<file path="src/rtl/ppu_vram_mirrored_access_core_assert.svh">
// Assertion macros for the video memory access block.
// Used by the top level only; compiled out when SYNTHESIS is defined.
`ifndef PPU_VRAM_MIRRORED_ACCESS_CORE_ASSERT_SVH
`define PPU_VRAM_MIRRORED_ACCESS_CORE_ASSERT_SVH

`ifndef SYNTHESIS
// Property checked at every clock edge outside reset.
`define PVMA_ASSERT(lbl, clk, rstn, prop) \
  lbl: assert property (@(posedge clk) disable iff (!rstn) (prop)) \
    else $error("pvma assertion failed");
// Implication checked on the following clock edge.
`define PVMA_ASSERT_NEXT(lbl, clk, rstn, ante, cons) \
  lbl: assert property (@(posedge clk) disable iff (!rstn) (ante) |=> (cons)) \
    else $error("pvma assertion failed");
`else
`define PVMA_ASSERT(lbl, clk, rstn, prop)
`define PVMA_ASSERT_NEXT(lbl, clk, rstn, ante, cons)
`endif

`endif

</file>
<file path="src/rtl/ppu_vram_pkg.sv">
// Shared constants and types for the video memory access block.
// No dependencies.
`timescale 1ns / 1ps

package ppu_vram_pkg;

  localparam int unsigned StoreAddrBits = 16;
  localparam int unsigned StoreDepth    = 1 << StoreAddrBits;

  // command codes
  localparam logic [1:0] CmdRead  = 2'd0;
  localparam logic [1:0] CmdWrite = 2'd1;
  localparam logic [1:0] CmdLoad  = 2'd2;

  // name table mirroring modes
  localparam logic [1:0] MirrorHorz   = 2'd0;
  localparam logic [1:0] MirrorVert   = 2'd1;
  localparam logic [1:0] MirrorSingle = 2'd2;

  // configuration register indices
  localparam logic RegMirrorMode = 1'b0;
  localparam logic RegChrOffset  = 1'b1;

  localparam logic [15:0] NameBase     = 16'h2000;
  localparam logic [15:0] NameHalf     = 16'h2800;
  localparam logic [15:0] NameMaskLo   = 16'h23FF;
  localparam logic [15:0] NameMaskHi   = 16'h2BFF;
  localparam logic [15:0] NameStep     = 16'h0800;
  localparam logic [15:0] NameMirror   = 16'h3000;
  localparam logic [15:0] NameDrop     = 16'h1000;
  localparam logic [15:0] PalBase      = 16'h3F00;
  localparam logic [15:0] PalSprite    = 16'h3F10;
  localparam logic [15:0] PalEnd       = 16'h3F20;
  localparam logic [15:0] PalFoldMask  = 16'h3F1F;
  localparam logic [15:0] PalAlias     = 16'h0010;

  typedef struct packed {
    logic [15:0] phys;
    logic        rd_en;
    logic        wr_en;
  } access_t;

endpackage

</file>
<file path="src/rtl/ppu_vram_decode.sv">
// Address folding for the video memory: pattern bank offset, name table
// mirroring and palette aliasing. Depends on ppu_vram_pkg.
`timescale 1ns / 1ps

module ppu_vram_decode import ppu_vram_pkg::*; (
  input  logic [1:0]  mirror_mode_i,
  input  logic [15:0] chr_offset_i,
  input  logic [1:0]  command_i,
  input  logic [15:0] address_i,
  output access_t     access_o
);

  logic [15:0] nt_in;
  logic [15:0] nt_out;
  logic [15:0] pal_in;
  logic [15:0] pal_out;
  logic [15:0] decoded;

  // 0x3000-0x3EFF drops onto the name tables first
  assign nt_in = (address_i < NameMirror) ? address_i : (address_i - NameDrop);

  always_comb begin
    nt_out = nt_in;
    case (mirror_mode_i)
      MirrorHorz:   nt_out = nt_in & ((nt_in < NameHalf) ? NameMaskLo : NameMaskHi);
      MirrorVert:   nt_out = (nt_in >= NameHalf) ? (nt_in - NameStep) : nt_in;
      MirrorSingle: nt_out = nt_in & NameMaskLo;
      default:      nt_out = nt_in;
    endcase
  end

  assign pal_in  = (address_i < PalEnd) ? address_i : (address_i & PalFoldMask);
  // sprite palette entry 0 of each group aliases the background one
  assign pal_out = ((pal_in >= PalSprite) && (pal_in[1:0] == 2'b00)) ?
                   (pal_in - PalAlias) : pal_in;

  always_comb begin
    if (address_i < NameBase) begin
      decoded = address_i + chr_offset_i;
    end else if (address_i < PalBase) begin
      decoded = nt_out;
    end else begin
      decoded = pal_out;
    end
  end

  always_comb begin
    access_o.phys  = address_i;
    access_o.rd_en = 1'b0;
    access_o.wr_en = 1'b0;
    case (command_i)
      CmdRead: begin
        access_o.phys  = decoded;
        access_o.rd_en = 1'b1;
      end
      CmdWrite: begin
        access_o.phys  = decoded;
        access_o.wr_en = (address_i >= NameBase);
      end
      CmdLoad: begin
        access_o.wr_en = 1'b1;
      end
      default: begin
        access_o.phys = address_i;
      end
    endcase
  end

endmodule

</file>
<file path="config.mk">
export PLATFORM = sky130hd
export DESIGN_NAME = ppu_vram_decode
export DESIGN_NICKNAME = d
export VERILOG_FILES = /design/src/rtl/ppu_vram_mirrored_access_core_assert.svh /design/src/rtl/ppu_vram_pkg.sv /design/src/rtl/ppu_vram_decode.sv
export SDC_FILE = /design/constraint.sdc
export NUM_CORES = 1
export LEC_CHECK = 0
export ABC_AREA = 0
export BUFFER_PORTS_ARGS = -buffer_cell sky130_fd_sc_hd__buf_2
export CORE_UTILIZATION = 58
export DETAILED_ROUTE_END_ITERATION = 12
export MAX_ROUTING_LAYER = met4
export PLACE_DENSITY_LB_ADDON = 0.15
export SETUP_SLACK_MARGIN = 0.5
export SYNTH_ARGS = -nofsm -noshare
export SYNTH_HDL_FRONTEND = slang
export SYNTH_SLANG_ARGS = --single-unit
</file>
<file path="constraint.sdc">
create_clock -name vclk -period 8.2
set_clock_uncertainty 0.05 [all_clocks]
set_input_delay 1.64 -clock vclk [all_inputs]
set_output_delay 1.64 -clock vclk [all_outputs]
set_load 0.02 [all_outputs]
</file>
* Word level (Yosys, flattened, before mapping)
Cells that the tools add are included.
** Storage, ports and cells
- Flip-flop bits (word level) :: 0
- Logic and storage cells :: 33
** Cells by class
- $add $sub $neg :: 4
- Magnitude comparators :: 8
- Equality and inequality tests :: 4
- Muxes and demuxes :: 11
- Bitwise operators :: 1
- Reductions and logical operators :: 5
** Operators with widths (count)
- two-way mux 16 bit :: 7
- < comparator 16 x 14 -> 1 bit, second input constant :: 5
- >= comparator 16 x 14 -> 1 bit, second input constant :: 3
- case mux 16 bit (3 select lines) :: 1
- adder 16 bit :: 1
- AND 16 x 14 -> 16 bit :: 1
- subtractor 16 x 12 -> 16 bit, second input constant :: 1
- subtractor 16 x 13 -> 16 bit, second input constant :: 1
- subtractor 16 x 5 -> 16 bit, second input constant :: 1
- two-way mux 12 bit :: 1
- zero test 2 bit :: 3
- equality test 2 x 1 -> 1 bit, second input constant :: 2
- equality test 2 bit, second input constant :: 2
- case mux 1 bit (2 select lines) :: 1
- OR reduction 2 bit :: 1
- logical AND 1 bit :: 1
- two-way mux 1 bit :: 1

* Logic depth before layout (Yosys ltp)
- Word-level depth :: 9
- Gate-level depth with buffers :: 11

* Worst setup path after synthesis
Ideal clock, no wire load.
- Path type :: input to output
- From :: input port address_i[12]
- To :: output port access_o[9] (netlist bit)
- Arrival :: 3896 ps
- Required time :: 6510 ps
- Slack :: 2614 ps
- Stages on the path :: 11
- Path buffers :: 0
- Cells stage by stage :: ha_1 > and4_1 > a21oi_2 > nand2_1 > ha_1 > inv_1 > o211ai_1 > nor3_1 > nor3b_1 > a31oi_1 > o21ai_0
** RTL lines
- start: declaration :: line ppu_vram_decode.sv:9 : input logic [15:0] address_i,
- end: declaration :: line ppu_vram_decode.sv:10 : output access_t access_o

==> results.txt <==
The tightest hold path in the finished design has a slack of 3.60 ns. The sequential power share is 0%. The largest stage delay on the critical path is 0.36 ns. Ranked by total cell area, the synthesized netlist is headed by sky130_fd_sc_hd__ha_1 20%, sky130_fd_sc_hd__a21oi_1 6.7%, sky130_fd_sc_hd__nand2_1 6.2%, sky130_fd_sc_hd__o21ai_0 5.4%, sky130_fd_sc_hd__mux2i_1 4.4%. The count of buffers added by post-CTS timing repair for setup came out at 0. The worst setup path is captured at an output pin. The final sequential cell count is 0. The largest individual stage delay along the critical path comes from the cell sky130_fd_sc_hd__nor3_1.

The wire length of the first global-routing pass came out at 6290 um. The die width came out at 54.2 um. The highest achievable clock rate came out at 168 MHz. The congestion estimate from routability-driven global placement came to 0.924. The worst path needs 5.96 ns of the cycle, external delays included.

For this run, the total global-route usage over all layers was measured as 29.0%. The internal power component is 50.1 uW. The final-stage net count is 341. The die span in y came out at 54.2 um. Setup violations remaining at the end of the flow were counted as 0. In this run the remaining antenna-violating nets after routing total 0. The post-detailed-placement half-perimeter wirelength came out at 3440 um.

The final hold violation count came out at 0. Input and output buffers added on the ports amount to 54. For this design the total switching power over the nets is 70.4 uW. Setup repair after global routing left no endpoint under its margin. The DRC violations left is 0. The synthesized area per cell came out at 6.90 um2. In the synthesized netlist, the cells that appear most often are 26 x sky130_fd_sc_hd__nand2_1, 25 x sky130_fd_sc_hd__ha_1, 21 x sky130_fd_sc_hd__a21oi_1.

VDD sags by at most 0.0455 mV. The number of cell rows came out at 18. The core region is 0.00252 mm2. The netlist area before placement is 0.00158 mm2.

The largest net degree at the start of global routing came out at 17. The via count normalized by instance count came out at 6.18. The proportion of power drawn by combinational gates is 100.0%. The count of different cell masters after synthesis came out at 55. The area used by sequential logic in the layout is 0 um2. The total global routing overflow came out at 0. The tightest slew margin relative to the limit is 58.7%. For the worst setup path, the data arrival time is 4.27 ns. The area used by multi-input combinational logic is 0.00150 mm2. The mean routed wirelength per cell came out at 13.6 um.

The area fraction of the dominant cell type after synthesis came out at 19.8%. The most instantiated library cell after synthesis is sky130_fd_sc_hd__nand2_1. The switching power as a share of total power came out at 58.4%. The clock buffer instance count of the final layout is 0.

The static leakage is 0.000890 uW. During synthesis, Yosys emitted a total of 0 warnings. The flow ran to the end, and the final reports show no timing, DRC or antenna violations. The first routing iteration left 60 violations. The highest net fanout along the worst path came out at 10. The boundary pin count came out at 54. The relative area change from synthesis to final layout came out at 17.7%. The starting utilization of the core area came out at 62.6%.

The max-cap violation count came out at 0. The filler cells instantiated in the layout total 235. The accumulated negative setup slack came out at 0 ns. Hold repair after CTS inserted 0 buffers. The sequential-to-total area share from yosys stat is 0%.

In the synthesized netlist, the number of instances is 229. The die area came out at 0.00294 mm2. The share of the clock period used by the worst path after layout is 72.7%. The slew at the pin closest to its max-slew limit is 0.617 ns.

The antenna diode instance count is 0. The required time of the worst setup path came out at 6.51 ns. The proportion of layout cells with a drive suffix above 1 came out at 24.5%. The initial antenna violation count was 0. Of all cell types, the one taking the most synthesized area is sky130_fd_sc_hd__ha_1.

The post-cts resize count came out at 0. The synthesized netlist net count is 291. The first detailed-routing pass ran for 5 iterations. The clock network burns 0% of the power. The number of max-slew violations in the final report is 0. The worst hold path belongs to the class in -> out. The sum of routed wire length over all layers is 4180 um. The worst setup path is of the in -> out kind.

The total via count after detailed routing came out at 1896. The power per standard cell area is 64.8 mW/mm2. The signal on the critical path passes through buf_2 > ha_1 > and4_1 > a21oi_2 > nand2_1 > ha_1 > inv_1 > o211ai_1 > nor3_1 > nor3b_1 > a31oi_1 > o21ai_0 > buf_2. The worst setup path is launched from an input pin. The via count of the first global-routing pass is 1398.
## area by class of cell
cell class                      count  share of cell area, %
Multi-Input combinational cell    208                   80.4
Inverter                           15                   3.03
Tap cell                           30                   2.02
Timing Repair Buffer               54                   14.5
## per-layer routing
metal,routed length (um),vias to the layer above,global-route usage [%]
met5,0,-,-
met4,38,0,2.14
met3,257,6,0.847
met2,1880,80,47.2
met1,2000,848,40.8
li1,-,962,-
## power groups by stage
stage	clock network, uW	logic, uW	registers (uW)
finish	0	121	0
global route	0	133	0
CTS	0	119	0
detailed placement	0	118	0
global placement	0	117	0
floorplan	0	85.0	0
## cells in the final DEF, fill, tap and decap left out, drive strengths merged, types with 2 or more instances in the layout
cell and n:
o31a 2, a311oi 2, mux2i 7, o21a 6
a211o 3, and4 2, o211ai 2, inv 15
a21oi 22, or2 4, mux2 2, a31oi 4
xnor2 6, a211oi 3, ha 25, buf 54
o21ai 17, o31ai 3, nor3b 2, o22ai 3
nor2b 4, nor3 8, nor4 2, nor2 16
xor2 3, and2 3, nand4 3, o21bai 2
nand3 5, nand2 26, a21o 4
## stage by stage
stage	total power (uW)	util [%]	cell area (um2)	setup slack [ns]	std cells
final	121	73.8	1860	2.24	307
after global routing	133	73.8	1860	1.92	307
after CTS	119	73.8	1860	2.26	307
after detailed placement	118	73.8	1860	2.27	307
after global placement	117	73.8	1860	2.36	307
after floorplan	85.0	-	1580	2.61	229
## critical path: cells and delay by family
family                     cells  cell delay [ns]
AOI/OAI and AO/OA              4             0.61
adders and majority gates      2             0.51
buffers and inverters          3             0.43
and+or+nand+nor                4             1.08
## final timing paths
kind / slack (ns) / from / depth (start not counted) / to
max: 2.24 / address_i[12] / 13 / access_o[9]
min: 3.60 / address_i[0] / 4 / access_o[2]
## cells by family (layout without fill, tap and decap cells)
group,count (synthesis),in the layout,share of synthesized area [%]
multiplexers,9,9,6.10
adder cells (fa/ha/maj),26,26,21.1
buffers and inverters,21,69,5.30
XOR/XNOR,9,9,4.99
AND/OR/NAND/NOR,82,82,26.7
AO/OA/AOI/OAI,82,82,35.9
Note: power is estimated with default switching activity, not from simulation.
